$ cat src/sv/hmr_pkg.sv
// hmr_pkg: shared widths, constants and item types for the histogram mean/RMS block.
// No dependencies; compiled first.
package hmr_pkg;

    // input item fields
    localparam int BIN_W       = 5;
    localparam int CNT_IN_W    = 16;
    localparam int SLOT_INPUTS = 4;

    // histogram shape
    localparam int NUM_BINS    = 32;
    localparam int NUM_SLOTS   = 4;
    localparam int COUNT_BITS  = 16;

    // default fraction bits of the mean/RMS outputs
    localparam int FRAC_BITS_DFLT = 16;

    // result and accumulator widths
    localparam int OUT_W = 21;
    localparam int ENT_W = 23;
    localparam int WS_W  = 27;
    localparam int SQ_W  = 32;

    localparam int QUEUE_DEPTH = 4;

    localparam int USED_SLOTS = (NUM_SLOTS < SLOT_INPUTS) ? NUM_SLOTS : SLOT_INPUTS;
    localparam int USED_CBITS = (COUNT_BITS < CNT_IN_W) ? COUNT_BITS : CNT_IN_W;
    localparam int CNT_W      = $clog2(USED_SLOTS * ((1 << USED_CBITS) - 1) + 1);
    localparam int BSQ_W      = 2 * BIN_W;

    // first bin index that is not accumulated (overflow bin and above)
    localparam logic [BIN_W:0] OVF_BIN = (BIN_W + 1)'(NUM_BINS - 1);

    localparam logic [OUT_W-1:0] OUT_MAX = {OUT_W{1'b1}};

    // one classified bin on its way to the accumulator
    typedef struct packed {
        logic [CNT_W-1:0] cnt;
        logic [BIN_W-1:0] bin;
        logic [BSQ_W-1:0] bin_sq;
        logic             last;
    } t_entry;

    // finished moments handed to the math unit
    typedef struct packed {
        logic             vld;
        logic [ENT_W-1:0] ent;
        logic [WS_W-1:0]  ws;
        logic [SQ_W-1:0]  sq;
    } t_mom_req;

endpackage

$ cat src/sv/hmr_queue.sv
// hmr_queue: short flop FIFO decoupling the front end from the accumulator.
// Depends on hmr_pkg.
module hmr_queue #(
    parameter int DEPTH = hmr_pkg::QUEUE_DEPTH
) (
    input  logic            i_clk,
    input  logic            i_rst_n,
    input  hmr_pkg::t_entry i_ent,
    input  logic            i_push_vld,
    output logic            o_push_rdy,
    output hmr_pkg::t_entry o_ent,
    output logic            o_pop_vld,
    input  logic            i_pop_rdy
);
    import hmr_pkg::*;

    localparam int PW = (DEPTH > 1) ? $clog2(DEPTH) : 1;
    localparam int CW = $clog2(DEPTH + 1);

    t_entry        r_mem [DEPTH];
    logic [PW-1:0] r_wp;
    logic [PW-1:0] r_rp;
    logic [CW-1:0] r_cnt;
    logic          push;
    logic          pop;

    assign o_push_rdy = (r_cnt != CW'(DEPTH));
    assign o_pop_vld  = (r_cnt != '0);
    assign push       = i_push_vld && o_push_rdy;
    assign pop        = o_pop_vld && i_pop_rdy;
    assign o_ent      = r_mem[r_rp];

    always_ff @(posedge i_clk) begin
        if (!i_rst_n) begin
            r_wp  <= '0;
            r_rp  <= '0;
            r_cnt <= '0;
        end else begin
            if (push) begin
                r_wp <= (r_wp == PW'(DEPTH - 1)) ? '0 : r_wp + 1'b1;
            end
            if (pop) begin
                r_rp <= (r_rp == PW'(DEPTH - 1)) ? '0 : r_rp + 1'b1;
            end
            if (push && !pop) begin
                r_cnt <= r_cnt + 1'b1;
            end else if (pop && !push) begin
                r_cnt <= r_cnt - 1'b1;
            end
        end
    end

    always_ff @(posedge i_clk) begin
        if (push) begin
            r_mem[r_wp] <= i_ent;
        end
    end

endmodule

$ cat config.mk
export PLATFORM = sky130hd
export DESIGN_NAME = hmr_queue
export DESIGN_NICKNAME = d
export VERILOG_FILES = /design/src/sv/hmr_pkg.sv /design/src/sv/hmr_queue.sv
export SDC_FILE = /design/constraint.sdc
export NUM_CORES = 1
export LEC_CHECK = 0
export BUFFER_PORTS_ARGS = -buffer_cell sky130_fd_sc_hd__clkbuf_2
export CAP_MARGIN = 10
export CORE_MARGIN = 2
export CORE_UTILIZATION = 30
export DETAILED_ROUTE_END_ITERATION = 10
export GPL_TIMING_DRIVEN = 1
export PLACE_DENSITY = 0.52
export SETUP_SLACK_MARGIN = 0.05
export SYNTH_ARGS = -nofsm -noshare
export SYNTH_HDL_FRONTEND = slang
export SYNTH_SLANG_ARGS = --single-unit
export TNS_END_PERCENT = 100
$ cat constraint.sdc
create_clock -name i_clk -period 2.8 [get_ports i_clk]
set_clock_uncertainty 0.05 [all_clocks]
set_input_delay 0 -clock i_clk [delete_from_list [all_inputs] [get_ports i_clk]]
set_output_delay 0 -clock i_clk [all_outputs]
set_load 0.005 [all_outputs]
* Word level (Yosys, flattened, before mapping) *
Memories as Yosys holds them, arrays and structs flattened. A register that Yosys moved wholly into a read port is not among the register bits.
Cells that the tools add are included.

storage, ports and cells
  output and inout bits = 36
  register bits = 7
  memories = 1
  logic and storage cells = 27
  memory bits (writable) = 136
  input port bits = 38

operators by class
  reduce and logical (&&, ||, !) cells = 8
  mux-type cells = 8
  equality and inequality tests = 3
  add/sub/neg operators = 4

memory list
  name   depth  width  read ports  clocked after Yosys merged registers in  write ports  line             source
  r_mem  4      34     1           1                                        1            hmr_queue.sv:20  t_entry r_mem [DEPTH];

operators with widths
  operator                                                             number
  2-bit 2-to-1 mux                                                     4
  3-bit 2-to-1 mux                                                     2
  2-bit by 1-bit adder with 2-bit output (second input constant)       2
  2-bit equality test (second input constant)                          2
  1-bit logical AND                                                    4
  3-bit by 1-bit adder with 3-bit output (second input constant)       1
  3-bit != test (second input constant)                                1
  3-bit nonzero test                                                   1
  3-bit by 1-bit subtractor with 3-bit output (second input constant)  1
  1-bit zero test                                                      2
  1-bit 2-to-1 mux                                                     2
  2-bit nonzero test                                                   1

* Depth between registers and ports, before layout *
  depth after elaboration = 6
  mapped depth = 9
  depth with buffers taken out = 8

* Worst setup path before layout *
OpenSTA, ideal clock, no wires.

  path kind = register to register
  from = reg r_cnt[0]
  to = reg r_cnt[2]
  required time = 2.674 ns
  cell stages (with the launch flop) = 8
  setup slack = 0.546 ns
  setup time = 0.076 ns
  arrival = 2.128 ns
  cell sequence = dfxtp_1 > o31ai_1 > ha_1 > inv_1 > fa_1 > xor2_1 > or3_2 > a21boi_0

between the ends
  cells in the longest elaborated chain, start to end = 5
  elaborated cells on any way between the ends = 13
  those cells by class = add/sub: 2; eq/ne: 1; mux: 2; reduce/logical: 8

ends and longest elaborated chain
  what                                                                                 line             source
  start: declaration                                                                   hmr_queue.sv:23  logic [CW-1:0] r_cnt;
  start signal: assignment                                                             hmr_queue.sv:46  r_cnt <= r_cnt + 1'b1;
  start signal: assignment                                                             hmr_queue.sv:48  r_cnt <= r_cnt - 1'b1;
  branches (longest 5 deep; another with 3-bit by 1-bit subtractor with 3-bit output)  n/a

Several ways; the timed one is not identified. The select of a mux whose other input is x is not followed.
A chain may end at the register's enable or synchronous reset.

* Worst setup path after layout *
  from = reg r_cnt[0]
  to = reg r_cnt[2]

between the ends
  cells in the longest elaborated chain, start to end = 5
  elaborated cells on any way between the ends = 13
  those cells by class = add/sub: 2; eq/ne: 1; mux: 2; reduce/logical: 8

ends and longest elaborated chain
  what                                 line             source
  3-bit != test (*)                    hmr_queue.sv:27  assign o_push_rdy = (r_cnt != CW'(DEPTH));
  1-bit logical AND (*)                hmr_queue.sv:29  assign push = i_push_vld && o_push_rdy;
  via push                             hmr_queue.sv:24  logic push;
  1-bit zero test                      hmr_queue.sv:47  end else if (pop && !push) begin
  1-bit logical AND                    hmr_queue.sv:47
  2-bit nonzero test (no source line)  n/a

The timed path passes the listed nets; every way through them passes the cells marked *. The select of a mux whose other input is x is not followed.

==> flow_metrics.env <==
export IMPL_status="finished clean"
export IMPL_synthCells=229
export IMPL_r2r_end="r_cnt[2]$_SDFFE_PN0P_"
export IMPL_grt_pass1_wl_um=16100
export IMPL_crit_type="reg -> reg"
export IMPL_cp_arrival_ps=2680
export IMPL_fin_util_pct=40.63
export IMPL_cts_buffer_depth=2
export IMPL_clock_sinks=145
export IMPL_async_flop_share_pct=0
export IMPL_firstDrtPassIters=4
export IMPL_drive_above_1_share_pct=41.13
export IMPL_die_area_um2=19040
export IMPL_instances_no_fill=597
export IMPL_fillCellCount=1581
export IMPL_ys_types=27
export IMPL_vdd_ir_drop_worst_uv=420.2
export IMPL_root_buffer="clkbuf_16"
export IMPL_worst_slack_ps=400.3
export IMPL_syn_to_final_growth_pct=31.41
export IMPL_cts_resized=0
export IMPL_synth_edf_count=136
export IMPL_startpoint_type="flip-flop"
export IMPL_hpwl_um=6273
export IMPL_cpPeakStageDelay_ps=430
export IMPL_cp_end_kind="flip-flop"
export IMPL_ys_warn_count=0
export IMPL_gr_total_overflow=0
export IMPL_wl_per_cell_um=17.59
export IMPL_clk_latency_ps=410
export IMPL_numCtsBuffers=17
export IMPL_hold_viol_final=0
export IMPL_post_cts_setup_buffers=0
export IMPL_r2r_start="r_cnt[0]$_SDFFE_PN0P_"
export IMPL_synth_seq_cells=145
export IMPL_final_cell_area_um2=7077
export IMPL_worst_hold_path_type="in -> reg"
export IMPL_cts_tree="done"
export IMPL_reg2reg_slack_ps=400
export IMPL_initial_core_util_pct=30.92
export IMPL_crit_family="simple AND/OR/NAND/NOR gates"
export IMPL_drt_total_wl_um=10500
export IMPL_syn_cell_area_um2=5385
export IMPL_power_mw=6.264
export IMPL_ys_seq_area_share_pct=79.18
export IMPL_placed_cells=526
export IMPL_slew_viol_final=0
export IMPL_crit_buf_inv=1
export IMPL_p_leak_nw=2.447
export IMPL_slew_headroom_pct=61.42
export IMPL_tightest_slew_ps=578.7
export IMPL_power_per_cell_area_nw_per_um2=885.1
export IMPL_finalSetupViolations=0
export IMPL_core_um2=17420
export IMPL_num_antenna_cells=0
export IMPL_critPathMaxFanout=7
export IMPL_crit_end="r_cnt[2]$_SDFFE_PN0P_"
export IMPL_synth_main_ff_cell="edfxtp_1"
export IMPL_grt_start_max_net_pins=35
export IMPL_crit_chain="or3b_1 > and2_4 > ha_1 > inv_1 > fa_1 > xor2_1 > or3_2 > a21boi_0"
export IMPL_post_route_min_period_ps=2400
export IMPL_rsz0062_at_grt="false"
export IMPL_std_cell_rows=48
export IMPL_htree_levels=4
export IMPL_fin_crit_sh_pct=85.70
export IMPL_vias=2660
export IMPL_die_y_um=138.0
export IMPL_seq_area_um2=4267
export IMPL_cp_startpoint="r_cnt[0]$_SDFFE_PN0P_"
export IMPL_drtIter0Drc=86
export IMPL_tns_ps=0
export IMPL_post_route_drc_count=0
export IMPL_grt_antenna_before_repair=0
export IMPL_gp_congestion=0.6660
export IMPL_io_buffers=73
export IMPL_synth_fp_nets=274
export IMPL_cap_violations=0
export IMPL_synth_avg_cell_area_um2=23.52
export IMPL_multi_input_area_um2=1051
export IMPL_required_ps=3080
export IMPL_ant_nets=0
export IMPL_crit_slowest_cell="dfxtp_1"
export IMPL_clock_fmax_ghz=0.4167
export IMPL_ff2ff_path_depth=8
export IMPL_track_usage_pct=11.99
export IMPL_cts_hold_buf=39
export IMPL_via_per_inst=4.456
export IMPL_grt_pass1_vias=2873
export IMPL_place_ws_ps=391.7
export IMPL_placed_cell_area_um2=6093
export IMPL_path_clk_slew_ps=60
export IMPL_holdWs_ps=290.8
export IMPL_finalNetCount=404
export IMPL_die_w_um=138.0
export IMPL_ioPinCount=74
export IMPL_cp_num_cells=8
==> layout by cell type, fill, tap and decap left out, types with 4 or more instances in the layout <==
cell type	instances
dlygate4sd3_1	39
buf_12	4
clkbuf_2	73
clkbuf_16	17
edfxtp_1	136
and3_2	4
mux4_2	34
nand2_1	5
buf_4	5
ha_1	6
dfxtp_1	7
==> final cells by class <==
cell class	count	area share (%)
clock buffers	19	6.117
well taps	225	3.978
multi-input cells	71	14.85
inverters	3	0.1591
clock inverters	13	2.263
flip-flops and latches	145	60.29
repair buffers	121	12.34
==> worst min-delay path by stage <==
stage,from,endpoint,slack [ps],cells past startpoint
floorplan,i_ent[0],r_mem[0][0]$_DFFE_PP_,50,0
global placement,i_ent[4],r_mem[2][4]$_DFFE_PP_,170,1
detailed placement,i_ent[4],r_mem[2][4]$_DFFE_PP_,170,1
CTS,i_ent[14],r_mem[2][14]$_DFFE_PP_,260,2
global route,i_ent[10],r_mem[0][10]$_DFFE_PP_,290,2
finish,i_ent[14],r_mem[2][14]$_DFFE_PP_,290,2
==> registers in the layout, summed over array words and instances, names as in the netlist, named ones only <==
register  cells
r_mem       136
r_rp          2
r_wp          2
r_cnt         3
==> where the power goes <==
group | switching [mW] | internal [mW]
logic | 0.603 | 0.670
registers | 0.0976 | 2.63
clock network | 0.859 | 1.40
total | 1.56 | 4.70
==> layer usage <==
layer / up-vias / global-route usage (%) / part of all wire [%]
met3: 7 / 4.605 / 4.7
li1: 1215 / - / -
met4: 0 / 4.422 / 0.72
met1: 1379 / 14.98 / 44
met5: - / 0 / 0
met2: 59 / 19.00 / 50
==> Yosys cell counts (2+ instances only) <==
master	n	area [µm²]
edfxtp_1	136	4084
mux4_2	34	765.7
dfxtp_1	9	180.2
ha_1	6	75.07
nand2_1	5	18.77
and3_2	4	30.03
clkbuf_1	4	15.01
buf_4	3	22.52
inv_1	3	11.26
o21ai_0	3	15.01
buf_2	2	10.01
mux2i_1	2	20.02
nand3_1	2	10.01
nor2_1	2	7.510
or3_2	2	15.01
==> logic make-up (layout without fill, tap and decap cells) <==
family / count (synthesis) / in the layout / synth area share (%)
muxes: 36 / 36 / 14.59
buffers and inverters: 13 / 156 / 1.301
DFF: 145 / 145 / 79.18
AOI/OAI and AO/OA: 6 / 6 / 0.6505
and+or+nand+nor: 20 / 20 / 2.184
xor gates and xnor gates: 2 / 2 / 0.3253
adders and majority gates: 7 / 7 / 1.766
Power figures use the tool's default switching activity.
