$ cat config.mk
export PLATFORM = sky130hd
export DESIGN_NAME = hmr_accum
export DESIGN_NICKNAME = d
export VERILOG_FILES = /design/src/sv/hmr_pkg.sv /design/src/sv/hmr_accum.sv
export SDC_FILE = /design/constraint.sdc
export NUM_CORES = 1
export LEC_CHECK = 0
export ABC_AREA = 1
export BUFFER_PORTS_ARGS = -buffer_cell sky130_fd_sc_hd__buf_2
export CORE_MARGIN = 2
export CORE_UTILIZATION = 34
export DETAILED_ROUTE_END_ITERATION = 12
export SYNTH_ARGS = -nofsm -noshare
export SYNTH_HDL_FRONTEND = slang
export SYNTH_SLANG_ARGS = --single-unit
export TNS_END_PERCENT = 50
$ cat constraint.sdc
create_clock -name i_clk -period 11.5 [get_ports i_clk]
set_input_delay 2.3 -clock i_clk [delete_from_list [all_inputs] [get_ports i_clk]]
set_output_delay 2.3 -clock i_clk [all_outputs]
set_load 0.02 [all_outputs]
$ cat src/sv/hmr_pkg.sv
// hmr_pkg: shared widths, constants and item types for the histogram mean/RMS block.
// No dependencies; compiled first.
package hmr_pkg;

    // input item fields
    localparam int BIN_W       = 5;
    localparam int CNT_IN_W    = 16;
    localparam int SLOT_INPUTS = 4;

    // histogram shape
    localparam int NUM_BINS    = 32;
    localparam int NUM_SLOTS   = 4;
    localparam int COUNT_BITS  = 16;

    // default fraction bits of the mean/RMS outputs
    localparam int FRAC_BITS_DFLT = 16;

    // result and accumulator widths
    localparam int OUT_W = 21;
    localparam int ENT_W = 23;
    localparam int WS_W  = 27;
    localparam int SQ_W  = 32;

    localparam int QUEUE_DEPTH = 4;

    localparam int USED_SLOTS = (NUM_SLOTS < SLOT_INPUTS) ? NUM_SLOTS : SLOT_INPUTS;
    localparam int USED_CBITS = (COUNT_BITS < CNT_IN_W) ? COUNT_BITS : CNT_IN_W;
    localparam int CNT_W      = $clog2(USED_SLOTS * ((1 << USED_CBITS) - 1) + 1);
    localparam int BSQ_W      = 2 * BIN_W;

    // first bin index that is not accumulated (overflow bin and above)
    localparam logic [BIN_W:0] OVF_BIN = (BIN_W + 1)'(NUM_BINS - 1);

    localparam logic [OUT_W-1:0] OUT_MAX = {OUT_W{1'b1}};

    // one classified bin on its way to the accumulator
    typedef struct packed {
        logic [CNT_W-1:0] cnt;
        logic [BIN_W-1:0] bin;
        logic [BSQ_W-1:0] bin_sq;
        logic             last;
    } t_entry;

    // finished moments handed to the math unit
    typedef struct packed {
        logic             vld;
        logic [ENT_W-1:0] ent;
        logic [WS_W-1:0]  ws;
        logic [SQ_W-1:0]  sq;
    } t_mom_req;

endpackage

$ cat src/sv/hmr_accum.sv
// hmr_accum: saturating accumulation of entries, weighted and square-weighted sums.
// Depends on hmr_pkg. Hands the moments of a finished histogram to hmr_math.
module hmr_accum (
    input  logic              i_clk,
    input  logic              i_rst_n,
    input  hmr_pkg::t_entry   i_ent,
    input  logic              i_ent_vld,
    output logic              o_ent_rdy,
    output hmr_pkg::t_mom_req o_req,
    input  logic              i_req_rdy
);
    import hmr_pkg::*;

    localparam int WP_W = CNT_W + BIN_W;
    localparam int SP_W = CNT_W + BSQ_W;

    logic [ENT_W-1:0] r_ent;
    logic [WS_W-1:0]  r_ws;
    logic [SQ_W-1:0]  r_sq;
    logic [ENT_W-1:0] n_ent;
    logic [WS_W-1:0]  n_ws;
    logic [SQ_W-1:0]  n_sq;
    logic [WP_W-1:0]  w_prod;
    logic [SP_W-1:0]  s_prod;
    logic [ENT_W:0]   e_sum;
    logic [WS_W:0]    w_sum;
    logic [SQ_W:0]    s_sum;
    logic             pop;

    assign w_prod = WP_W'(i_ent.cnt) * WP_W'(i_ent.bin);
    assign s_prod = SP_W'(i_ent.cnt) * SP_W'(i_ent.bin_sq);

    // carry out of each add means the all-ones limit was passed
    assign e_sum = (ENT_W + 1)'(r_ent) + (ENT_W + 1)'(i_ent.cnt);
    assign w_sum = (WS_W + 1)'(r_ws) + (WS_W + 1)'(w_prod);
    assign s_sum = (SQ_W + 1)'(r_sq) + (SQ_W + 1)'(s_prod);

    assign n_ent = e_sum[ENT_W] ? {ENT_W{1'b1}} : e_sum[ENT_W-1:0];
    assign n_ws  = w_sum[WS_W]  ? {WS_W{1'b1}}  : w_sum[WS_W-1:0];
    assign n_sq  = s_sum[SQ_W]  ? {SQ_W{1'b1}}  : s_sum[SQ_W-1:0];

    // a last bin waits until the math unit is free
    assign o_ent_rdy = !i_ent.last || i_req_rdy;
    assign pop       = i_ent_vld && o_ent_rdy;

    always_comb begin
        o_req.vld = i_ent_vld && i_ent.last;
        o_req.ent = n_ent;
        o_req.ws  = n_ws;
        o_req.sq  = n_sq;
    end

    always_ff @(posedge i_clk) begin
        if (!i_rst_n) begin
            r_ent <= '0;
            r_ws  <= '0;
            r_sq  <= '0;
        end else if (pop) begin
            if (i_ent.last) begin
                r_ent <= '0;
                r_ws  <= '0;
                r_sq  <= '0;
            end else begin
                r_ent <= n_ent;
                r_ws  <= n_ws;
                r_sq  <= n_sq;
            end
        end
    end

endmodule

======== After elaboration in Yosys (flattened, before gate mapping) ========
Index checks and enable logic that the tools add are counted.
word-level totals
  bits in registers ....................... 82
  input port bits ......................... 38
  logic and storage cells ................. 18
cells by class
  reduce and logical (&&, ||, !) cells .... 4
  multiply operators ...................... 2
  muxes and demuxes ....................... 6
  add/subtract/negate cells ............... 3
operator list
  kind                                            count
  32-bit 2-to-1 mux                               2
  27-bit 2-to-1 mux                               2
  23-bit 2-to-1 mux                               2
  32-bit by 28-bit adder with 33-bit output       1
  27-bit by 23-bit adder with 28-bit output       1
  18-bit by 10-bit multiplier with 28-bit output  1
  23-bit by 18-bit adder with 24-bit output       1
  18-bit by 5-bit multiplier with 23-bit output   1
  1-bit logical AND                               2
  1-bit logical NOT                               1
  1-bit logical OR                                1

======== Depth between registers and ports, before layout ========
Gate-level depths: netlist (run 1).
  depth in word-level cells ............... 4
  gate-level depth with buffers ........... 27
  mapped depth without buffers ............ 24

======== Worst setup path after synthesis (run 1) ========
Ideal clock, no wire load.
  path type ............................... input to output
  start point ............................. input i_ent[5] (netlist bit)
  end point ............................... output o_req[0] (netlist bit)
  data required time ...................... 9.200 ns
  arrival ................................. 7.164 ns
  stages .................................. 22
  slack ................................... 2.036 ns
  path through ............................ clkbuf_1 -> clkbuf_1 -> nand2_1 -> fa_1 -> inv_1 -> fa_1 -> fa_1 -> fa_1 -> inv_1 -> fa_1 -> inv_1 -> ha_1 -> nand2_1 -> inv_2 -> nand2_1 -> inv_2 -> a21oi_1 -> nand2_2 -> a21oi_4 -> buf_6 -> inv_4 -> or2_1
RTL lines
  what         line            RTL
  from (decl)  hmr_accum.sv:6  input hmr_pkg::t_entry i_ent,
  to (decl)    hmr_accum.sv:9  output hmr_pkg::t_mom_req o_req,

==> results of run 1 <==
-- worst max-delay path, cell delays in order --
cell and delay (ns):
buf_2 0.34, nand2_1 0.14, fa_1 0.52, fa_1 0.56
inv_1 0.07, fa_1 0.52, fa_1 0.56, inv_1 0.06
fa_1 0.55, inv_1 0.05, ha_1 0.34, nand2_1 0.08
nand2_1 0.06, nand2_1 0.06, nand2_1 0.09, a21oi_1 0.16
nand2_2 0.10, a21oi_4 0.41, buf_4 0.38, nand3_2 0.13
buf_2 0.18
-- sequential cells by signal, indices dropped and copies added (netlist names) --
signal / count
r_sq: 32
r_ws: 27
r_ent: 23
-- cell type report --
class	instances	area (um2)
well taps	615	769.5
inverters	638	2397
repair buffers	124	628.1
clock buffers	10	239.0
fillers	5155	29970
clock inverters	6	50.05
diodes	4	10.01
flip-flops and latches	82	1642
multi-input cells	1704	12140
-- placed cells by master, fill, tap and decap left out, types with 2 or more instances in the layout --
cell type | Yosys | layout
a21oi_1 | 132 | 132
a21oi_2 | 3 | 3
a22oi_1 | 2 | 2
and2_1 | 6 | 6
buf_2 | 6 | 121
buf_4 | 0 | 3
clkbuf_16 | 0 | 9
clkinv_4 | 0 | 3
clkinvlp_4 | 0 | 2
dfxtp_1 | 82 | 82
diode_2 | 0 | 4
fa_1 | 224 | 224
ha_1 | 119 | 119
inv_1 | 625 | 625
inv_2 | 12 | 12
nand2_1 | 875 | 874
nand2_2 | 24 | 24
nand2_4 | 1 | 2
nand3_1 | 71 | 71
nand3_2 | 21 | 21
nand3_4 | 11 | 11
nand3b_1 | 4 | 4
nand4_1 | 19 | 19
nor2_1 | 96 | 95
nor2_2 | 5 | 5
nor2_8 | 2 | 2
nor3_1 | 12 | 12
nor4_1 | 2 | 2
o21ai_0 | 9 | 9
o21ai_1 | 7 | 7
o21bai_1 | 6 | 6
or2_1 | 5 | 5
or2_2 | 13 | 13
xnor2_1 | 7 | 7
xor2_1 | 23 | 23
-- cells by family after synthesis --
kind of cell | after synthesis | share of synthesized area
buffers and inverters | 718 | 0.1671
flip-flops | 82 | 0.09932
AO/OA/AOI/OAI | 161 | 0.05148
XOR/XNOR | 30 | 0.01590
AND/OR/NAND/NOR | 1170 | 0.3048
adder cells (fa/ha/maj) | 343 | 0.3614
-- per-stage QoR --
step,util,setup WS (ns),hold slack [ns],cell area (um2),std cells
floorplan,-,2.036,0.4453,16530,2504
global route,0.3736,1.180,0.4953,17870,3183
CTS,0.3734,1.483,0.4700,17860,3179
global placement,0.3673,1.560,0.4556,17580,3163
detailed placement,0.3673,1.513,0.4577,17580,3163
finish,0.3736,1.514,0.4652,17870,3183
-- metal layers --
layer,wire length [um],GRT usage,vias to the layer above
met5,59,0,-
met4,820,0.05640,8
met3,2041,0.02129,51
met2,24180,0.3497,338
met1,22490,0.2751,7171
li1,-,-,7409
-- path summary, 6_finish.rpt --
path,from,to,slack (ns),cells past startpoint
worst max-delay path,i_ent[17],o_req[23],1.51,21
worst min-delay path,r_sq[16]$_SDFFE_PN0P_,r_sq[16]$_SDFFE_PN0P_,0.47,2
worst max register to register,r_sq[7]$_SDFFE_PN0P_,r_sq[18]$_SDFFE_PN0P_,7.07,19
worst min register to register,r_sq[16]$_SDFFE_PN0P_,r_sq[16]$_SDFFE_PN0P_,0.47,2
==> metrics.md, run 1 <==
| Metric | Value |
|---|---|
| Outcome | `complete, no violations` |
| Final Setup Violations | `0` |
| Skew-Pair Late Insertion Delay | `0.40 ns` |
| Post-CTS sizing | `0` |
| Post-DP HPWL | `40660 um` |
| CP Launch Type | `primary input` |
| Die Ht | `224.5 um` |
| Required time of the critical path | `9.20 ns` |
| Top-area cell type share of the netlist area | `0.2713` |
| Skew final | `0.01434 ns` |
| Async SR Flop Fraction | `0` |
| Core box area | `47850 um2` |
| Initial antenna violation count | `8` |
| Slew HR | `0.2474` |
| Final Max Tran Viols | `0` |
| Layout cell share with drive strength beyond 1 | `0.09321` |
| CTS Sinks | `82` |
| Setup bufs post-CTS | `0` |
| Crit path max fanout | `17` |
| Gp weighted congestion | `0.9153` |
| Drt drc | `0` |
| Maximum clock rate | `100.1 MHz` |
| Mapped Cells | `2504` |
| IO Pins | `122` |
| Setup TNS Final | `0 ns` |
| Gr ovfl total | `0` |
| Seq/Total Area, Yosys | `0.09932` |
| Layout net count | `2940` |
| Synth top area cells | `fa_1 (27%), nand2_1 (20%), inv_1 (14%), dfxtp_1 (9.9%), ha_1 (9.0%)` |
| Post-synth EDFFs | `0` |
| Min-delay worst type | `register to register` |
| Site row count | `80` |
| Starting Density | `0.3454` |
| TritonCTS clock tree | `built` |
| RSZ-0062 raised after global routing | `no` |
| Worst slew pin tran | `1.129 ns` |
| Routed WL per cell | `15.58 um` |
| #FFs+latches synth | `82` |
| Cts bufs inserted | `9` |
| Full die area | `50390 um2` |
| Netlist Area Pre-Place | `16530 um2` |
| Synth Net Count | `2885` |
| Max-cap violations | `0` |
| Syn Area/Cell | `6.601 um2` |
| Top cells by count, synth | `nand2_1 (875), inv_1 (625), fa_1 (224), a21oi_1 (132), ha_1 (119)` |
| Via count | `14980` |
| Largest net degree at the start of global routing | `84` |
| Clk buf depth | `2` |
| DR pass1 iterations | `5` |
| Vias in the first global route | `15140` |
| Global-route wire length before repair | `81160 um` |
| Vias per cell | `4.705` |
| Area grow syn2layout | `8.145%` |
| Most instantiated library cell after synthesis | `nand2_1` |
| Biggest area consumer among synthesized cells | `fa_1` |
| Setup CP Type | `primary input to primary output` |
| Final hold vios | `0` |
| Syn. warnings | `0` |
| Total wire length | `49590 um` |
| Tcrit/Tclk final | `0.8684` |
| DIE WIDTH | `224.5 um` |
| CP arrival | `7.69 ns` |
| Iter 0 DRT Violations | `924` |
| CTS H-tree lvls | `3` |
| GR Util All Layers | `0.2047` |
| Min Tclk post-route | `9.986 ns` |
| Number of distinct library cells after synthesis | `41` |
| Routed Antenna Nets | `0` |
| CP endpoint kind | `primary output` |
| Ys flop type | `dfxtp_1` |
| IO buf count | `121` |
| Root Driver | `clkbuf_16` |
| Clk slew on worst S/H paths | `0.08 ns` |
| Post-CTS Hold Fix Bufs | `0` |
Power of run 1 is not shown: default switching activity piles up to over one toggle a cycle in this logic, so the estimate is an artifact.
==> run 2: changes to the inputs <==
--- a/config.mk
+++ b/config.mk
@@ -5,11 +5,11 @@
 export SDC_FILE = /design/constraint.sdc
 export NUM_CORES = 1
 export LEC_CHECK = 0
-export ABC_AREA = 1
 export BUFFER_PORTS_ARGS = -buffer_cell sky130_fd_sc_hd__buf_2
 export CORE_MARGIN = 2
 export CORE_UTILIZATION = 34
 export DETAILED_ROUTE_END_ITERATION = 12
+export PLACE_DENSITY = 0.54
 export SYNTH_ARGS = -nofsm -noshare
 export SYNTH_HDL_FRONTEND = slang
 export SYNTH_SLANG_ARGS = --single-unit
==> run 2 against run 1 <==
Effect of this change: register-to-register slack lost 0.33 ns; sequential share of layout area increased by 1.2 points; synthesized cell count fell by 31%; global-route usage shrank 1.8 points; core utilization is 0.28 points higher; cell count fell by 27%; flip-flop and latch count is the same; clock skew shrank 0.0022 ns.
==> metrics.md, run 2 <==
| Metric | Value |
|---|---|
| Ys flop type | `dfxtp_1` |
| Skew-Pair Late Insertion Delay | `0.39 ns` |
| CP endpoint kind | `primary output` |
| Commonest non-fill, non-tap cell in the layout | `inv_1` |
| Min Tclk post-route | `10.29 ns` |
| Most instantiated library cell after synthesis | `inv_1` |
| Site row count | `75` |
| Biggest area consumer among synthesized cells | `fa_1` |
| Gp weighted congestion | `0.8584` |
| Most frequent cells in the layout | `inv_1 (308), nand2_1 (235), fa_1 (224)` |
| Routed WL per cell | `17.08 um` |
| Top cells by count, synth | `inv_1 (308), nand2_1 (235), fa_1 (224), and2_1 (122), ha_1 (119)` |
| GR Util All Layers | `0.1869` |
| RSZ-0062 raised after global routing | `no` |
| Post-synth EDFFs | `0` |
| Gr ovfl total | `0` |
| IO Pins | `122` |
| CP arrival | `7.99 ns` |
| Iter 0 DRT Violations | `796` |
| Setup CP Type | `primary input to primary output` |
| Starting Density | `0.3448` |
| Post-CTS Hold Fix Bufs | `0` |
| Die Ht | `210.5 um` |
| Syn Area/Cell | `8.375 um2` |
| Outcome | `complete, no violations` |
| Layout cell share with drive strength beyond 1 | `0.09838` |
| Synth Net Count | `2112` |
| DR pass1 iterations | `5` |
| Largest net degree at the start of global routing | `51` |
| Vias per cell | `5.151` |
| Area grow syn2layout | `9.157%` |
| CTS H-tree lvls | `3` |
| TritonCTS clock tree | `built` |
| Full die area | `44300 um2` |
| Drt drc | `0` |
| Async SR Flop Fraction | `0` |
| Maximum clock rate | `97.23 MHz` |
| Skew final | `0.01218 ns` |
| Top reg by flops | `r_sq` |
| Post-DP HPWL | `31240 um` |
| Syn. warnings | `0` |
| Slew HR | `0.2330` |
| Final hold vios | `0` |
| Tcrit/Tclk final | `0.8944` |
| IO buf count | `121` |
| Routed Antenna Nets | `0` |
| #FFs+latches synth | `82` |
| Clk buf depth | `2` |
| Final Setup Violations | `0` |
| Final Max Tran Viols | `0` |
| Min-delay worst type | `register to register` |
| Max-cap violations | `0` |
| CP Launch Type | `primary input` |
| Initial antenna violation count | `1` |
| Via count | `11990` |
| Netlist Area Pre-Place | `14500 um2` |
| Root Driver | `clkbuf_16` |
| Setup bufs post-CTS | `0` |
| Top-area cell type share of the netlist area | `0.3093` |
| Largest regs | `r_sq: 32 flops, r_ws: 27 flops, r_ent: 23 flops` |
| Crit path max fanout | `21` |
| Vias in the first global route | `12330` |
| Layout net count | `2165` |
| Seq/Total Area, Yosys | `0.1132` |
| Cts bufs inserted | `9` |
| Worst slew pin tran | `1.148 ns` |
| Ant. Diodes | `0` |
| Total wire length | `39760 um` |
| CTS Sinks | `82` |
| Global-route wire length before repair | `65230 um` |
| Max reg flops | `32` |
| Clk slew on worst S/H paths | `0.07 ns` |
| Synth top area cells | `fa_1 (31%), dfxtp_1 (11%), ha_1 (10%), inv_1 (8.0%), nand2_1 (6.1%)` |
| DIE WIDTH | `210.5 um` |
| Core box area | `42040 um2` |
| Number of distinct library cells after synthesis | `73` |
| Setup TNS Final | `0 ns` |
| FILL cells | `4399` |
| Post-CTS sizing | `0` |
| Mapped Cells | `1731` |
| Required time of the critical path | `9.20 ns` |
## run 2: changes by cell type in the layout (fill, tap and decap cells not counted), moves of 50 or more
| cell | previous run | this run |
|---|---|---|
| a22o_1 | 0 | 53 |
| and2_1 | 6 | 120 |
| nand2_1 | 874 | 235 |
| inv_1 | 625 | 308 |
| nor2_1 | 95 | 40 |
| a21oi_1 | 132 | 77 |
| nand3_1 | 71 | 21 |
## run 2: critical path: stages
cell and delay [ns]:
buf_2 0.30, nand2_1 0.13, fa_1 0.54, inv_1 0.05
fa_1 0.50, inv_1 0.05, fa_1 0.49, inv_1 0.06
fa_1 0.53, inv_1 0.06, fa_1 0.54, inv_1 0.04
ha_1 0.35, o21ai_0 0.10, nand2b_1 0.13, o41ai_4 0.12
o31ai_2 0.50, a21oi_2 0.13, o22ai_2 0.36, buf_4 0.33
nand2b_1 0.17, buf_2 0.17
## run 2: cell type report
type | instances | area (um2) | area share
clock inverter | 7 | 106.4 | 0.006721
sequential | 82 | 1642 | 0.1037
multi-input combinational | 1258 | 11380 | 0.7195
timing repair buffer | 125 | 635.6 | 0.04017
tap | 539 | 674.4 | 0.04262
inverter | 308 | 1156 | 0.07306
clock buffer | 9 | 225.2 | 0.01423
## run 2: logic make-up after synthesis
group | share of synthesized area
and+or+nand+nor | 0.1811
buffers and inverters | 0.1022
adders and majority gates | 0.4120
AOI/OAI and AO/OA | 0.1560
DFF | 0.1132
xor gates and xnor gates | 0.03323
muxes | 0.002244
## run 2: metal layers
metal	global-route usage	vias up	share of wire
li1	-	5631	-
met1	0.2549	6067	0.46
met2	0.3038	262	0.47
met3	0.04544	29	0.056
met4	0.03448	2	0.010
met5	0	-	0.00033
## run 2: path summary, 6_finish.rpt
path                                 to                   from  slack [ns]  depth (start not counted)
setup / recovery              o_req[10]               i_ent[4]        1.21                         22
hold / removal    r_ent[3]$_SDFFE_PN0P_  r_ent[3]$_SDFFE_PN0P_        0.46                          2
setup reg to reg   r_ws[0]$_SDFFE_PN0P_   r_ws[4]$_SDFFE_PN0P_        6.74                         14
hold reg to reg   r_ent[3]$_SDFFE_PN0P_  r_ent[3]$_SDFFE_PN0P_        0.46                          2
## run 2: metrics by stage
step                      setup slack (ns)  cell area [um2]  hold slack [ns]  cells  utilization
after floorplan                      1.691            14500           0.4291   1731            -
after global placement               1.325            15490           0.4393   2312       0.3685
after detailed placement             1.263            15490           0.4500   2312       0.3685
after CTS                            1.248            15820           0.4705   2328       0.3764
after global routing                0.9042            15820           0.4973   2328       0.3764
final                                1.215            15820           0.4630   2328       0.3764
Power of run 2 is left out for the same reason.
