<file path="config.mk">
export PLATFORM = sky130hd
export DESIGN_NAME = hmr_math_flat
export DESIGN_NICKNAME = d
export VERILOG_FILES = /design/src/sv/hmr_pkg.sv /design/src/sv/hmr_out_if.sv /design/src/sv/hmr_math.sv /design/src/flat_wrapper.sv
export SDC_FILE = /design/constraint.sdc
export NUM_CORES = 2
export LEC_CHECK = 0
export ABC_AREA = 1
export BUFFER_PORTS_ARGS = -buffer_cell sky130_fd_sc_hd__buf_2
export CAP_MARGIN = 15
export CELL_PAD_IN_SITES_DETAIL_PLACEMENT = 0
export CELL_PAD_IN_SITES_GLOBAL_PLACEMENT = 1
export CORE_MARGIN = 2
export CORE_UTILIZATION = 40
export DETAILED_ROUTE_END_ITERATION = 10
export PLACE_DENSITY_LB_ADDON = 0.1
export SLEW_MARGIN = 20
export SYNTH_ARGS = -nofsm -noshare
export SYNTH_HDL_FRONTEND = slang
export SYNTH_SLANG_ARGS = --single-unit
</file>
<file path="constraint.sdc">
create_clock -name i_clk -period 11 [get_ports i_clk]
set_clock_uncertainty 0.2 [all_clocks]
set_input_delay 1.65 -clock i_clk [delete_from_list [all_inputs] [get_ports i_clk]]
set_output_delay 1.65 -clock i_clk [all_outputs]
set_load 0.03 [all_outputs]
</file>
<file path="src/sv/hmr_pkg.sv">
// hmr_pkg: shared widths, constants and item types for the histogram mean/RMS block.
// No dependencies; compiled first.
package hmr_pkg;

    // input item fields
    localparam int BIN_W       = 5;
    localparam int CNT_IN_W    = 16;
    localparam int SLOT_INPUTS = 4;

    // histogram shape
    localparam int NUM_BINS    = 32;
    localparam int NUM_SLOTS   = 4;
    localparam int COUNT_BITS  = 16;

    // default fraction bits of the mean/RMS outputs
    localparam int FRAC_BITS_DFLT = 16;

    // result and accumulator widths
    localparam int OUT_W = 21;
    localparam int ENT_W = 23;
    localparam int WS_W  = 27;
    localparam int SQ_W  = 32;

    localparam int QUEUE_DEPTH = 4;

    localparam int USED_SLOTS = (NUM_SLOTS < SLOT_INPUTS) ? NUM_SLOTS : SLOT_INPUTS;
    localparam int USED_CBITS = (COUNT_BITS < CNT_IN_W) ? COUNT_BITS : CNT_IN_W;
    localparam int CNT_W      = $clog2(USED_SLOTS * ((1 << USED_CBITS) - 1) + 1);
    localparam int BSQ_W      = 2 * BIN_W;

    // first bin index that is not accumulated (overflow bin and above)
    localparam logic [BIN_W:0] OVF_BIN = (BIN_W + 1)'(NUM_BINS - 1);

    localparam logic [OUT_W-1:0] OUT_MAX = {OUT_W{1'b1}};

    // one classified bin on its way to the accumulator
    typedef struct packed {
        logic [CNT_W-1:0] cnt;
        logic [BIN_W-1:0] bin;
        logic [BSQ_W-1:0] bin_sq;
        logic             last;
    } t_entry;

    // finished moments handed to the math unit
    typedef struct packed {
        logic             vld;
        logic [ENT_W-1:0] ent;
        logic [WS_W-1:0]  ws;
        logic [SQ_W-1:0]  sq;
    } t_mom_req;

endpackage

</file>
<file path="src/sv/hmr_out_if.sv">
// hmr_out_if: valid/ready channel carrying one mean/RMS result item.
// Depends on hmr_pkg.
interface hmr_out_if;
    import hmr_pkg::*;

    logic             valid;
    logic             ready;
    logic [OUT_W-1:0] mean_bin;
    logic [OUT_W-1:0] rms_bin;
    logic [ENT_W-1:0] entry_total;
    logic             no_entries;

    modport source (
        output valid, mean_bin, rms_bin, entry_total, no_entries,
        input  ready
    );
    modport sink (
        input  valid, mean_bin, rms_bin, entry_total, no_entries,
        output ready
    );
endinterface

</file>
<file path="src/sv/hmr_math.sv">
// hmr_math: per-histogram mean and RMS: variance numerator, bit-serial square root,
// and one shared restoring divider. Depends on hmr_pkg, hmr_out_if.
module hmr_math #(
    parameter int FRAC_BITS = hmr_pkg::FRAC_BITS_DFLT
) (
    input  logic              i_clk,
    input  logic              i_rst_n,
    input  hmr_pkg::t_mom_req i_req,
    output logic              o_req_rdy,
    hmr_out_if.source         o_res
);
    import hmr_pkg::*;

    localparam int NSQ_W = ENT_W + SQ_W;
    localparam int SS_W  = 2 * WS_W;
    localparam int DF_W  = (NSQ_W > SS_W) ? NSQ_W : SS_W;
    localparam int RW    = (DF_W + 2 * FRAC_BITS + 1) / 2;
    localparam int RAD_W = 2 * RW;
    localparam int MN_W  = WS_W + FRAC_BITS;
    localparam int NW    = (MN_W > RW) ? MN_W : RW;
    localparam int CTW   = $clog2(NW);
    localparam int SRM_W = RW + 2;

    localparam logic [2:0] ST_IDLE = 3'd0;
    localparam logic [2:0] ST_MUL  = 3'd1;
    localparam logic [2:0] ST_DIFF = 3'd2;
    localparam logic [2:0] ST_MDIV = 3'd3;
    localparam logic [2:0] ST_SQRT = 3'd4;
    localparam logic [2:0] ST_RDIV = 3'd5;
    localparam logic [2:0] ST_DONE = 3'd6;

    logic [2:0]       r_st;
    logic [ENT_W-1:0] r_ent;
    logic [WS_W-1:0]  r_ws;
    logic [SQ_W-1:0]  r_sq;
    logic [NSQ_W-1:0] r_nsq;
    logic [SS_W-1:0]  r_ss;
    logic [RAD_W-1:0] r_rad;
    logic [SRM_W-1:0] r_srem;
    logic [RW-1:0]    r_root;
    logic [ENT_W-1:0] r_drem;
    logic [NW-1:0]    r_quo;
    logic [CTW-1:0]   r_cnt;
    logic [OUT_W-1:0] r_mean;
    logic [OUT_W-1:0] r_rms;

    logic [DF_W-1:0]    diff;
    logic [ENT_W:0]     d_tr;
    logic               d_ge;
    logic [ENT_W-1:0]   d_rem_nx;
    logic [NW-1:0]      d_quo_nx;
    logic [OUT_W-1:0]   d_sat;
    logic [SRM_W+1:0]   s_tr;
    logic [SRM_W+1:0]   s_trial;
    logic               s_ge;
    logic [SRM_W+1:0]   s_sub;
    logic [RW-1:0]      s_root_nx;

    // n*sumsq - sum^2, clamped at zero
    assign diff = (DF_W'(r_nsq) > DF_W'(r_ss)) ? DF_W'(r_nsq) - DF_W'(r_ss) : '0;

    // restoring divide step, quotient bits shift in at the bottom of r_quo
    assign d_tr     = {r_drem, r_quo[NW-1]};
    assign d_ge     = (d_tr >= {1'b0, r_ent});
    assign d_rem_nx = d_ge ? ENT_W'(d_tr - {1'b0, r_ent}) : d_tr[ENT_W-1:0];
    assign d_quo_nx = {r_quo[NW-2:0], d_ge};
    assign d_sat    = (d_quo_nx > NW'(OUT_MAX)) ? OUT_MAX : d_quo_nx[OUT_W-1:0];

    // digit-by-digit square root step, two radicand bits per cycle
    assign s_tr      = {r_srem, r_rad[RAD_W-1 -: 2]};
    assign s_trial   = {2'b00, r_root, 2'b01};
    assign s_ge      = (s_tr >= s_trial);
    assign s_sub     = s_tr - s_trial;
    assign s_root_nx = {r_root[RW-2:0], s_ge};

    assign o_req_rdy = (r_st == ST_IDLE);

    always_ff @(posedge i_clk) begin
        if (!i_rst_n) begin
            r_st <= ST_IDLE;
        end else begin
            unique case (r_st)
                ST_IDLE: begin
                    if (i_req.vld) begin
                        r_st <= (i_req.ent == '0) ? ST_DONE : ST_MUL;
                    end
                end
                ST_MUL:  r_st <= ST_DIFF;
                ST_DIFF: r_st <= ST_MDIV;
                ST_MDIV: begin
                    if (r_cnt == '0) begin
                        r_st <= ST_SQRT;
                    end
                end
                ST_SQRT: begin
                    if (r_cnt == '0) begin
                        r_st <= ST_RDIV;
                    end
                end
                ST_RDIV: begin
                    if (r_cnt == '0) begin
                        r_st <= ST_DONE;
                    end
                end
                ST_DONE: begin
                    if (o_res.ready) begin
                        r_st <= ST_IDLE;
                    end
                end
                default: r_st <= ST_IDLE;
            endcase
        end
    end

    always_ff @(posedge i_clk) begin
        unique case (r_st)
            ST_IDLE: begin
                if (i_req.vld) begin
                    r_ent  <= i_req.ent;
                    r_ws   <= i_req.ws;
                    r_sq   <= i_req.sq;
                    r_mean <= '0;
                    r_rms  <= '0;
                end
            end
            ST_MUL: begin
                r_nsq <= NSQ_W'(r_ent) * NSQ_W'(r_sq);
                r_ss  <= SS_W'(r_ws) * SS_W'(r_ws);
            end
            ST_DIFF: begin
                r_rad  <= RAD_W'({diff, {(2 * FRAC_BITS){1'b0}}});
                r_quo  <= NW'({r_ws, {FRAC_BITS{1'b0}}});
                r_drem <= '0;
                r_cnt  <= CTW'(NW - 1);
            end
            ST_MDIV: begin
                r_quo  <= d_quo_nx;
                r_drem <= d_rem_nx;
                r_cnt  <= r_cnt - 1'b1;
                if (r_cnt == '0) begin
                    r_mean <= d_sat;
                    r_srem <= '0;
                    r_root <= '0;
                    r_cnt  <= CTW'(RW - 1);
                end
            end
            ST_SQRT: begin
                r_rad  <= {r_rad[RAD_W-3:0], 2'b00};
                r_srem <= s_ge ? s_sub[SRM_W-1:0] : s_tr[SRM_W-1:0];
                r_root <= s_root_nx;
                r_cnt  <= r_cnt - 1'b1;
                if (r_cnt == '0) begin
                    r_quo  <= NW'(s_root_nx);
                    r_drem <= '0;
                    r_cnt  <= CTW'(NW - 1);
                end
            end
            ST_RDIV: begin
                r_quo  <= d_quo_nx;
                r_drem <= d_rem_nx;
                r_cnt  <= r_cnt - 1'b1;
                if (r_cnt == '0) begin
                    r_rms <= d_sat;
                end
            end
            ST_DONE: begin
            end
            default: begin
            end
        endcase
    end

    assign o_res.valid       = (r_st == ST_DONE);
    assign o_res.mean_bin    = r_mean;
    assign o_res.rms_bin     = r_rms;
    assign o_res.entry_total = r_ent;
    assign o_res.no_entries  = (r_ent == '0);

endmodule

</file>
<file path="src/flat_wrapper.sv">
// flat-port wrapper written by rule: the top's interface ports become plain ports
module hmr_math_flat import hmr_pkg::*;
#(
    parameter int FRAC_BITS = hmr_pkg::FRAC_BITS_DFLT
)
  (i_clk, i_rst_n, i_req, o_req_rdy, o_res_valid, o_res_mean_bin, o_res_rms_bin, o_res_entry_total, o_res_no_entries, o_res_ready);
  hmr_out_if o_res_i ();
  input  logic i_clk;
  input  logic i_rst_n;
  input  hmr_pkg::t_mom_req i_req;
  output logic o_req_rdy;
  output wire logic [$bits(o_res_i.valid)-1:0] o_res_valid;
  output wire logic [$bits(o_res_i.mean_bin)-1:0] o_res_mean_bin;
  output wire logic [$bits(o_res_i.rms_bin)-1:0] o_res_rms_bin;
  output wire logic [$bits(o_res_i.entry_total)-1:0] o_res_entry_total;
  output wire logic [$bits(o_res_i.no_entries)-1:0] o_res_no_entries;
  input wire logic [$bits(o_res_i.ready)-1:0] o_res_ready;
  assign o_res_valid = o_res_i.valid;
  assign o_res_mean_bin = o_res_i.mean_bin;
  assign o_res_rms_bin = o_res_i.rms_bin;
  assign o_res_entry_total = o_res_i.entry_total;
  assign o_res_no_entries = o_res_i.no_entries;
  assign o_res_i.ready = o_res_ready;
  hmr_math #(.FRAC_BITS(FRAC_BITS)) u_core (.i_clk(i_clk), .i_rst_n(i_rst_n), .i_req(i_req), .o_req_rdy(o_req_rdy), .o_res(o_res_i));
endmodule
</file>
# Word-level counts from Yosys, hierarchy flattened
# Cells that the tools add are included.
op_classes:
  addsub: 4
  n_mul: 2
  n_lt_le_gt_ge: 4
  eq_ne: 11
  muxes: 26
  n_reduce_logical: 18
ops:
  columns: ["cell", "count"]
  rows:
  - ["$pmux 88 s2", 1]
  - ["$pmux 44 s3", 1]
  - ["$mux 46", 2]
  - ["$pmux 46 s2", 1]
  - ["$mux 44", 2]
  - ["$pmux 44 s2", 1]
  - ["$pmux 21 s2", 2]
  - ["$pmux 23 s3", 1]
  - ["$mux 21", 3]
  - ["$gt 55x54->1", 1]
  - ["$mul 23x32->55", 1]
  - ["$mux 55", 1]
  - ["$sub 55x54->55", 1]
  - ["$mul 27x27->54", 1]
  - ["$ge 48x46->1", 1]
  - ["$logic_not 23->1", 2]
  - ["$mux 23", 2]
  - ["$sub 46x46->46", 1]
  - ["$gt 44x21->1 const B", 1]
  - ["$ge 24x23->1", 1]
  - ["$sub 23x23->23", 1]
  - ["$pmux 3 s7", 1]
  - ["$mux 3", 6]
  - ["$pmux 6 s3", 1]
  - ["other kinds (15)", 29]
word_totals:
  regBits: 487
  inputBits: 86
  output_inout_bits: 68

# Logic depth before layout (Yosys ltp)
depth:
  word_depth: 5
  ltp_mapped: 32
  mapped_depth_nobuf: 30

# Least setup slack after synthesis
# No wires, ideal clock.
synth_timing:
  path_kind: "register to register"
  startpoint: "register u_core.r_ent[8], in the netlist u_core.o_res.entry_total[8]"
  endpoint: "register u_core.r_nsq[46] (data pin)"
  arrival_time_ns: 6.177
  setup_slack_ns: 4.371
  stages_incl_launch_ff: 28
  path_cell_list: "edfxtp_1 -> clkbuf_1 -> clkbuf_1 -> nand2_1 -> fa_1 -> fa_1 -> inv_1 -> fa_1 -> inv_1 -> fa_1 -> inv_1 -> fa_1 -> fa_1 -> inv_1 -> fa_1 -> inv_1 -> ha_1 -> nand2_1 -> nor2_1 -> nand2_1 -> inv_1 -> nand4_1 -> nand3_1 -> nand2_1 -> nand2_1 -> nand2_1 -> nand3_1 -> nand2_1"
synth_via:
  elab_chain_len: 1
synth_lines:
  columns: ["item", "line", "rtl"]
  rows:
  - ["from (decl)", "hmr_math.sv:33", "logic [ENT_W-1:0] r_ent;"]
  - ["from (signal assigned)", "hmr_math.sv:119", "r_ent <= i_req.ent;"]
  - ["$mul 23x32->55", "hmr_math.sv:127", "r_nsq <= NSQ_W'(r_ent) * NSQ_W'(r_sq);"]
  - ["to (signal assigned)", "hmr_math.sv:127", null]
  - ["to (decl)", "hmr_math.sv:36", "logic [NSQ_W-1:0] r_nsq;"]
# Every way passes these cells.
# A chain may end at the register's enable or synchronous reset.

# Worst setup path in the final report
layout_timing:
  startpoint: "register u_core.r_ent[9], in the netlist u_core.o_res.entry_total[9]"
  endpoint: "register u_core.r_nsq[39] (data pin)"
# Same word-level chain as after synthesis.

==> results by group <==
Min path
  • Worst hold path type: reg -> reg

Synthesis
  • Post-synth ARST share: 0%
  • Syn Std Cell Area: 73,500 µm²
  • Syn avg cell area: 7.83 µm²
  • Most used DFF post-synth: edfxtp_1
  • Warnings, synthesis: 0
  • Post-synth EDFFs: 451
  • Cells after Synth: 9,389
  • Sequential share of the synthesized area: 18.5%
  • Synth Register Bits: 454
  • Synth unique cells: 48
  • Mapped Nets: 11,200

Critical path
  • Critical R2R Launch: u_core.o_res.entry_total[9]
  • Crit Path Class: reg -> reg
  • Reg-to-Reg End: u_core.r_nsq[39]
  • R2R cell count: 24
  • CP arrival: 8.30 ns
  • CP required: 11.29 ns
  • Critical path peak fanout: 19
  • Crit. End Element: register
  • Setup slack, reg-to-reg: 2.99 ns
  • CP startpoint: u_core.o_res.entry_total[9]
  • Setup crit end: u_core.r_nsq[39]
  • Kind of start point of the critical path: register

Floorplanning
  • Core Region: 183,000 µm²
  • Starting Density: 40.2%
  • Width of the die: 433 µm
  • # rows: 157
  • Die height: 433 µm
  • Top Ports: 154
  • Die area: 187,000 µm²

Route
  • DRC viols: 0
  • DRT iter0 DRCs: 3,808
  • Via count: 57,900
  • Final antenna-violating net count: 0
  • Pre-antenna DRT Iters: 5
  • Vias per cell: 4.85
  • WL/cell: 19.7 µm
  • Total wire length: 236 mm

Clock tree
  • Total CTS buffers: 66
  • Clock latency on the worst-skew pair: 0.72 ns
  • Post-CTS setup buffer count: 0
  • Reg clk slew, reported paths: 0.06 ns
  • CTS root buf: clkbuf_16
  • Hold-fix buffers, CTS: 0
  • Clock Sinks: 454
  • CTS resizes: 0
  • CTS tree: done
  • CTS Buffer Depth: 3
  • H-tree level count: 3

GRT
  • Antenna violations before repair: 4
  • Largest net degree at the start of global routing: 78
  • GRT Util Overall: 25.9%
  • Vias in the first global route: 61,100
  • First-pass GRT wire length: 369 mm
  • Congestion Overflow GR: 0

Timing
  • Final hold violations: 0
  • Slew HR: 23.0%
  • Final Cycle Share: 72.8%
  • Setup TNS: 0 ns
  • Fmax: 125 MHz
  • Final setup fails: 0
  • Unrepaired setup endpoints after global routing: false
  • Fin crit period: 8.01 ns
  • Slew Viols, Final: 0
  • Worst-margin pin slew: 1.16 ns
  • Final setup margin: 2.99 ns

Placed design
  • Hpwl dp: 193 mm
  • Placed cell area: 77,100 µm²
  • Count of input and output buffers: 153
  • Pre-CTS WS: 3.09 ns
  • Gpl congestion: 0.945

Cells and area
  • Final instance area: 79,300 µm²
  • Layout cells sized above 1: 4.41%
  • Filler cells: 18,800
  • Total Nets Final: 11,200
  • Area growth, synth to finish: 7.84%
  • Final Core Density: 43.3%

Run
  • Max_cap viols: 0

Outcome
  • Outcome: finished, final reports clean
-- synthesized netlist by cell type, types with 3 or more instances --
cell | number | area (µm²)
inv_1 | 2635 | 9890
nand2_1 | 2504 | 9400
fa_1 | 1180 | 23600
nor2_1 | 633 | 2380
ha_1 | 509 | 6370
edfxtp_1 | 451 | 13500
a21oi_1 | 284 | 1420
clkbuf_1 | 252 | 946
nand3_1 | 244 | 1220
o21ai_0 | 180 | 901
xnor2_1 | 81 | 709
xor2_1 | 75 | 657
nand4_1 | 68 | 425
nor3_1 | 47 | 235
o21bai_1 | 42 | 315
a21o_1 | 22 | 165
nor4_1 | 21 | 131
o21ai_2 | 18 | 158
buf_1 | 16 | 60.1
a21boi_0 | 14 | 105
inv_2 | 12 | 45.0
nand3b_1 | 12 | 90.1
a31oi_1 | 11 | 68.8
buf_2 | 11 | 55.1
nor2_2 | 10 | 62.6
a221o_1 | 7 | 70.1
buf_6 | 6 | 67.6
o21a_1 | 5 | 37.5
or2_2 | 5 | 31.3
and2_1 | 3 | 18.8
dfxtp_1 | 3 | 60.1
nand2_2 | 3 | 18.8
-- through the flow --
step	hold WS (ns)	std cells
after floorplan	0.224	9389
after global routing	0.354	11900
after CTS	0.319	11900
after detailed placement	0.304	11800
final	0.316	11900
after global placement	0.300	11800
-- registers in the layout (all words and copies together) (netlist names), 21 cells and up --
| register | flops |
|---|---|
| u_core.o_res.entry_total | 23 |
| u_core.o_res.mean_bin | 21 |
| u_core.o_res.rms_bin | 21 |
| u_core.r_drem | 23 |
| u_core.r_nsq | 55 |
| u_core.r_quo | 44 |
| u_core.r_rad | 56 |
| u_core.r_root | 44 |
| u_core.r_sq | 32 |
| u_core.r_srem | 46 |
| u_core.r_ss | 53 |
| u_core.r_ws | 27 |
-- worst min-delay path by stage --
| stage | from | to | slack, ns | cells after the start |
|---|---|---|---|---|
| after floorplan | u_core.r_ws[0] | u_core.r_ss[0] | 0.22 | 0 |
| after global placement | u_core.r_rad[71] | u_core.r_rad[73] | 0.30 | 2 |
| after detailed placement | u_core.r_rad[68] | u_core.r_rad[70] | 0.30 | 2 |
| after CTS | u_core.r_rad[68] | u_core.r_rad[70] | 0.32 | 2 |
| after global routing | u_core.r_rad[60] | u_core.r_rad[62] | 0.35 | 2 |
| final | u_core.r_rad[68] | u_core.r_rad[70] | 0.32 | 2 |
-- worst max-delay path, cell delays in order (launching register included) --
cell      delay (ns)
edfxtp_1        1.00
buf_4           0.42
nand2_1         0.09
inv_1           0.09
fa_1            0.45
fa_1            0.54
inv_1           0.05
fa_1            0.48
fa_1            0.56
inv_1           0.05
fa_1            0.45
fa_1            0.51
inv_1           0.06
fa_1            0.48
inv_1           0.04
ha_1            0.39
nand2_1         0.17
nor2_1          0.13
inv_1           0.07
nor2_1          0.35
inv_1           0.23
nor2_1          0.26
nand3b_1        0.15
nand3_1         0.24
xor2_1          0.33
-- metal layers --
layer | GRT usage [%] | up-vias | part of all wire, % | wire (µm)
met5 | 0 | - | 0.0051 | 12
met2 | 41.2 | 1280 | 45 | 107000
met4 | 5.30 | 2 | 1.9 | 4420
met1 | 37.8 | 28800 | 48 | 112000
met3 | 3.29 | 212 | 5.0 | 11900
li1 | - | 27600 | - | -
-- final cells by class --
cell class,instances,area [µm²],area share (%)
clock inverters,45,489,0.617
clock buffers,74,1680,2.12
well taps,2464,3080,3.89
flip-flops and latches,454,13600,17.2
diodes,2,5.00,0.00631
inverters,2648,9940,12.5
repair buffers,253,1590,2.01
multi-input cells,5999,48900,61.7
-- cell usage in the layout, fill, tap and decap left out, types with 7 or more instances in the layout --
cell type and n:
inv_1 2633, nand2_1 2501, fa_1 1180, nor2_1 630, ha_1 509, edfxtp_1 451
a21oi_1 284, nand3_1 244, o21ai_0 179, buf_2 153, buf_4 93, xnor2_1 81
xor2_1 75, nand4_1 68, clkbuf_16 66, nor3_1 47, o21bai_1 42, a21o_1 22
nor4_1 20, o21ai_2 18, clkinv_2 15, a21boi_0 14, inv_2 13, clkinv_1 13
nand3b_1 12, a31oi_1 11, nor2_2 10, clkbuf_1 8, a221o_1 7, clkinv_16 7
-- kinds of logic after synthesis --
kind of cell | after synthesis | share of synthesized area, %
simple gates | 3560 | 19.2
buf+inv | 2936 | 15.1
fa+ha+maj | 1689 | 40.8
compound gates | 594 | 4.52
flops | 454 | 18.5
xor+xnor | 156 | 1.86
Power is left out: the tool's default activity adds up to more than one toggle a clock period on the data nets, which glitch-free logic cannot reach.
